[src/rtl/pcsh_pkg.sv]
// Shared types and codes of the PC sample histogram.
// Depends on nothing; used by pcsh_map and pc_sample_histogram.
package pcsh_pkg;

  typedef enum logic [1:0] {
    ST_COUNTED = 2'd0,
    ST_RANGE   = 2'd1,
    ST_OFF     = 2'd2,
    ST_READ    = 2'd3
  } status_t;

  localparam logic FUNC_BILL = 1'b0;
  localparam logic FUNC_READ = 1'b1;

  localparam logic [1:0] REG_PROF_ON  = 2'd0;
  localparam logic [1:0] REG_PC_LOW   = 2'd1;
  localparam logic [1:0] REG_PC_SCALE = 2'd2;
  localparam logic [1:0] REG_BKT_CNT  = 2'd3;

  localparam logic [16:0] SCALE_RESET = 17'd65536;
  localparam logic [12:0] BKT_RESET   = 13'd4096;

  // One request on its way to the counter memory
  typedef struct packed {
    logic        vld;
    status_t     status;
    logic        acc;     // touches the counter memory
    logic        wr;      // writes back the sum
    logic [15:0] addr;
    logic [11:0] bucket;
    logic [15:0] ticks;
  } pipe_t;

endpackage

[src/rtl/pcsh_map.sv]
// Bucket mapping pipeline: offset, scale multiply, range check.
// Three register stages; depends on pcsh_pkg.
module pcsh_map #(
  parameter int BUCKETS = 4096,
  parameter int PC_BITS = 32
) (
  input  logic                clk,
  input  logic                rst_n,
  input  logic                en,
  input  logic                take,
  input  logic                func,
  input  logic [PC_BITS-1:0]  pc,
  input  logic [15:0]         ticks,
  input  logic [11:0]         read_index,
  input  logic                profiling_on,
  input  logic [31:0]         pc_low,
  input  logic [16:0]         pc_scale,
  input  logic [12:0]         bucket_count,
  output pcsh_pkg::pipe_t     c_out
);
  import pcsh_pkg::*;

  localparam int CW = (PC_BITS > 32) ? PC_BITS : 32;
  localparam int W  = CW - 2;
  localparam int WL = (W > 32) ? 32 : W;
  localparam int PW = WL + 17;

  logic [CW:0]   diff;
  logic [W-1:0]  w;
  logic          big;

  logic          a_vld_r, a_rd_r, a_off_r, a_below_r, a_big_r;
  logic [WL-1:0] a_wlo_r;
  logic [15:0]   a_ticks_r;
  logic [11:0]   a_ridx_r;

  logic          b_vld_r, b_rd_r, b_off_r, b_below_r, b_big_r;
  logic [PW-1:0] b_prod_r;
  logic [15:0]   b_ticks_r;
  logic [11:0]   b_ridx_r;

  logic [32:0]   bidx;
  logic [16:0]   lim;
  logic [16:0]   ridx_ext;
  logic          oor;
  pipe_t         c_nxt, c_r;

  assign diff = {1'b0, CW'(pc)} - {1'b0, CW'(pc_low)};
  assign w    = diff[CW-1:2];

  generate
    if (W > WL) begin : g_big
      assign big = |w[W-1:WL];
    end else begin : g_nobig
      assign big = 1'b0;
    end
  endgenerate

  always_ff @(posedge clk) begin
    if (!rst_n) begin
      a_vld_r <= 1'b0;
      b_vld_r <= 1'b0;
      c_r     <= '0;
    end else if (en) begin
      a_vld_r <= take;
      b_vld_r <= a_vld_r;
      c_r     <= c_nxt;
    end
  end

  always_ff @(posedge clk) begin
    if (en) begin
      a_rd_r    <= (func == FUNC_READ);
      a_off_r   <= !profiling_on;
      a_below_r <= diff[CW];
      a_big_r   <= big;
      a_wlo_r   <= w[WL-1:0];
      a_ticks_r <= ticks;
      a_ridx_r  <= read_index;

      b_rd_r    <= a_rd_r;
      b_off_r   <= a_off_r;
      b_below_r <= a_below_r;
      b_big_r   <= a_big_r;
      b_prod_r  <= PW'(a_wlo_r) * PW'(pc_scale);
      b_ticks_r <= a_ticks_r;
      b_ridx_r  <= a_ridx_r;
    end
  end

  assign bidx     = 33'(b_prod_r[PW-1:16]);
  assign lim      = (17'(bucket_count) > 17'(BUCKETS)) ? 17'(BUCKETS) : 17'(bucket_count);
  assign ridx_ext = 17'(b_ridx_r);
  assign oor      = b_below_r || (b_big_r && (pc_scale != 17'd0)) || (bidx >= 33'(lim));

  always_comb begin
    c_nxt        = '0;
    c_nxt.vld    = b_vld_r;
    c_nxt.ticks  = b_ticks_r;
    if (b_rd_r) begin
      c_nxt.status = ST_READ;
      c_nxt.acc    = (ridx_ext < 17'(BUCKETS));
      c_nxt.addr   = 16'(b_ridx_r);
      c_nxt.bucket = b_ridx_r;
    end else if (b_off_r) begin
      c_nxt.status = ST_OFF;
    end else if (oor) begin
      c_nxt.status = ST_RANGE;
    end else begin
      c_nxt.status = ST_COUNTED;
      c_nxt.acc    = 1'b1;
      c_nxt.wr     = 1'b1;
      c_nxt.addr   = bidx[15:0];
      c_nxt.bucket = bidx[11:0];
    end
  end

  assign c_out = c_r;

endmodule
[config.mk]
export PLATFORM = sky130hd
export DESIGN_NAME = pcsh_map
export DESIGN_NICKNAME = d
export VERILOG_FILES = /design/src/rtl/pcsh_pkg.sv /design/src/rtl/pcsh_map.sv
export SDC_FILE = /design/constraint.sdc
export NUM_CORES = 1
export LEC_CHECK = 0
export BUFFER_PORTS_ARGS = -buffer_cell sky130_fd_sc_hd__buf_2
export CORE_MARGIN = 2
export CORE_UTILIZATION = 61
export CTS_BUF_LIST = sky130_fd_sc_hd__clkbuf_16
export DETAILED_ROUTE_END_ITERATION = 10
export MAX_ROUTING_LAYER = met4
export PLACE_DENSITY = 0.82
export SLEW_MARGIN = 10
export SYNTH_ARGS = -nofsm -noshare
export SYNTH_HDL_FRONTEND = slang
export SYNTH_SLANG_ARGS = --single-unit
[constraint.sdc]
create_clock -name clk -period 8.7 [get_ports clk]
set_clock_uncertainty 0.2 [all_clocks]
set_input_delay 0 -clock clk [delete_from_list [all_inputs] [get_ports clk]]
set_output_delay 0 -clock clk [all_outputs]
set_load 0.03 [all_outputs]
==> impl_metrics.csv <==
group,metric,value,unit
status,status,"completed",
yosys,yosysWarnings,0,
grt,busiest_layer,"met2",
floorplanning,core_area,0.03679,mm²
critical_path,startpoint,"a_wlo_r[23]",
clocking,cts_hold_buf,106,
timing,post-route-min-period,7900,ps
clocking,numCtsBuffers,17,
critical_path,crit_slowest_cell,"a2111oi_0",
grt,grtUsageTotal,0.3272,
place,post-dp-hpwl,42.12,mm
critical_path,path_cells,"nand2_1 > fa_1 > fa_1 > fa_1 > inv_1 > fa_1 > fa_1 > inv_1 > fa_1 > inv_1 > ha_1 > a21oi_1 > o21ai_0 > a2111oi_0 > nand4_1 > nand3_1 > nand2_1 > a311oi_1 > xnor2_1",
critical_path,crit_path_start_kind,"register",
clocking,post_cts_resized,0,
route,ant_nets,0,
clocking,htree_levels,4,
yosys,syn_area,0.02289,mm²
layout,final_cells,3039,
grt,grt_max_degree,84,
timing,setup_viol,0,
route,viasPerCell,5.718,
timing,setup_tns,0,ps
yosys,synth.distinct_cells,71,
worst_hold_path,min-delay-start,"pc_low[12]",
critical_path,r2r-start,"a_wlo_r[23]",
critical_path,critical_path_arrival,7890,ps
layout,n_fill_cell,2563,
clocking,clockBufferDepth,2,
yosys,synthArstFlopShare,0,
timing,rsz0062_at_grt,"false",
floorplanning,rows,70,
route,vias,17380,
critical_path,path_class,"reg2reg",
grt,grt_use_met3,0.05740,
clocking,cts_setup_buffers,0,
grt,grt_pass1_vias,19200,
clocking,clk_latency,450,ps
layout,nets,3265,
route,drt-initial-drc-count,1466,
yosys,ys_seq_elements,162,
critical_path,critical_path.top_delay_family,"adder cells",
route,drt-pass1-iter-count,6,
timing,slew_headroom,0.1019,
critical_path,crit_path_max_incr_delay,1040,ps
worst_hold_path,hp-class,"in2reg",
yosys,netlist_instances,2371,
timing,finalHoldViolCount,0,
floorplanning,fp.dieW,197.7,µm
place,dp.cells,2900,
critical_path,cp_max_fo,17,
timing,slew_viol_final,0,
grt,antenna_found_initial,1,
floorplanning,io_pins,177,
yosys,ys.flop_type,"edfxtp_1",
route,routed_wl,58.54,mm
timing,post-route-period-util,0.9080,
grt,grtUsageMet2,0.5559,
timing,timing.hold.ws,46.36,ps
floorplanning,die_h,197.7,µm
place,routabilityCongestion,0.9683,
route,remaining_drc_errors,0,
critical_path,worst-path-buf-inv,3,
grt,overflow,0,
yosys,synth_nets,3079,
clocking,cts_sinks,162,
route,wl_per_cell,19.26,µm
critical_path,crit_top_cell,"fa_1",
yosys,syn_area_per_cell,9.656,µm²
layout,areaGrowthSynthToFinish,11.58,%
floorplanning,start_util,0.6224,
clocking,clk_pin_slew,80,ps
timing,setup_slack,800.2,ps
timing,worst_pin_slew,1313,ps
floorplanning,die_area,0.03910,mm²
yosys,yosysSeqAreaShare,0.1954,
clocking,cts_root_buffer,"clkbuf_16",
clocking,cts_tree,"yes",
critical_path,critical_path.endpoint_type,"register",
critical_path,required,8690,ps
grt,grt_pass1_wl,95.88,mm
place,io_buffers,176,
timing,max_freq,126.6,MHz
layout,drive_above_1_share,0.08794,
place,dp_slack,1122,ps
flow_run,drv_cap,0,
grt,use_met1,0.3901,
yosys,synth_edf_count,123,
[cell usage after synthesis (all sizes together), types with 2 or more instances]
library cell / count / area [µm²]
inv: 512 / 1922
fa: 417 / 8348
nand2: 355 / 1333
and2: 204 / 1279
ha: 163 / 2039
edfxtp: 123 / 3694
clkbuf: 98 / 367.9
a21oi: 72 / 360.4
o21ai: 42 / 214.0
dfxtp: 39 / 780.8
xnor2: 37 / 324.1
nor2: 35 / 133.9
a21o: 28 / 210.2
nor2b: 28 / 175.2
nand3: 22 / 120.1
mux2i: 20 / 200.2
buf: 18 / 113.9
xor2: 18 / 157.7
a22o: 14 / 122.6
nand4: 13 / 81.33
nor3: 13 / 65.06
o21a: 11 / 90.08
nand2b: 8 / 50.05
nor4: 8 / 56.30
a31oi: 7 / 43.79
and3: 6 / 37.54
a211oi: 5 / 42.54
o21bai: 5 / 37.54
a2111oi: 4 / 53.81
a21boi: 4 / 33.78
nand3b: 4 / 30.03
o31a: 4 / 35.03
a22oi: 3 / 22.52
and4: 3 / 28.78
o211ai: 3 / 22.52
o311ai: 3 / 26.28
a221o: 2 / 20.02
a41oi: 2 / 17.52
o31ai: 2 / 20.02
[placed cells by master, fill, tap and decap left out, types with 8 or more instances in the layout]
cell           Yosys  final
a21o_1            28     28
inv_1            512    512
ha_1             163    163
nor2b_1           28     28
a22o_1            14     14
nor2_1            34     34
nand2b_1           8      8
nor3_1            13     13
o21a_1            10     10
xor2_1            18     18
clkbuf_16          0     17
nand2_1          355    355
and2_1           203    203
nand4_1           13     13
fa_1             417    417
mux2i_1           20     20
dfxtp_1           39     39
xnor2_1           37     37
dlygate4sd3_1      0    106
nand3_1           20     20
a21oi_1           72     72
edfxtp_1         123    123
buf_2              1    175
o21ai_0           34     34
[per-stage QoR]
step                instance area, µm²  utilization
finish                           25550       0.6945
global route                     25550       0.6945
CTS                              25540       0.6944
floorplan                        22890            -
detailed placement               23890       0.6495
global placement                 23890       0.6495
[worst reg2reg max path, cell delays in order (launching register included)]
cell	delay, ps
edfxtp_1	850
nand2_1	200
fa_1	540
fa_1	520
fa_1	510
inv_1	60
fa_1	520
fa_1	500
inv_1	50
fa_1	540
inv_1	70
ha_1	410
a21oi_1	180
o21ai_0	130
a2111oi_0	1040
nand4_1	510
nand3_1	260
nand2_1	90
a311oi_1	330
xnor2_1	120
[worst paths after layout]
| check | slack (ps) | depth (start not counted) | endpoint |
|---|---|---|---|
| worst max-delay path | 800 | 19 | b_prod_r[40] |
| worst min register to register | 210 | 0 | b_ridx_r[7] |
| worst max register to register | 800 | 19 | b_prod_r[40] |
| worst min-delay path | 50 | 4 | a_wlo_r[10] |
[metal layers]
metal / part of all wire / routed length [µm]
met5: 0 / 0
met4: 0.037 / 2142
met3: 0.083 / 4847
met2: 0.50 / 29240
met1: 0.38 / 22310
[layout make-up]
class / count / area (µm²) / share of cell area
flip-flops and latches: 162 / 4474 / 0.1751
inverters: 512 / 1922 / 0.07523
clock inverters: 15 / 163.9 / 0.006416
diodes: 1 / 2.502 / 0.00009796
multi-input cells: 1581 / 16020 / 0.6270
repair buffers: 283 / 1956 / 0.07655
clock buffers: 17 / 425.4 / 0.01665
well taps: 468 / 585.6 / 0.02292
[cells by family after synthesis]
group                      after synthesis  share of synthesized area
buffers and inverters                  628                     0.1050
xor gates and xnor gates                55                    0.02104
AOI/OAI and AO/OA                      223                    0.06596
muxes                                   20                   0.008744
adders and majority gates              580                     0.4537
and+or+nand+nor                        703                     0.1501
DFF                                    162                     0.1954
[flip-flops by register name, indices dropped and copies added (netlist names)]
signal / cells
a_rd_r: 1
a_wlo_r: 30
b_ridx_r: 12
b_prod_r: 31
a_ridx_r: 12
b_vld_r: 1
b_off_r: 1
b_below_r: 1
a_vld_r: 1
a_below_r: 1
a_ticks_r: 16
c_out: 37
b_rd_r: 1
b_ticks_r: 16
a_off_r: 1
Power is left out: the tool's default activity adds up to more than one toggle a clock period on the data nets, which glitch-free logic cannot reach.
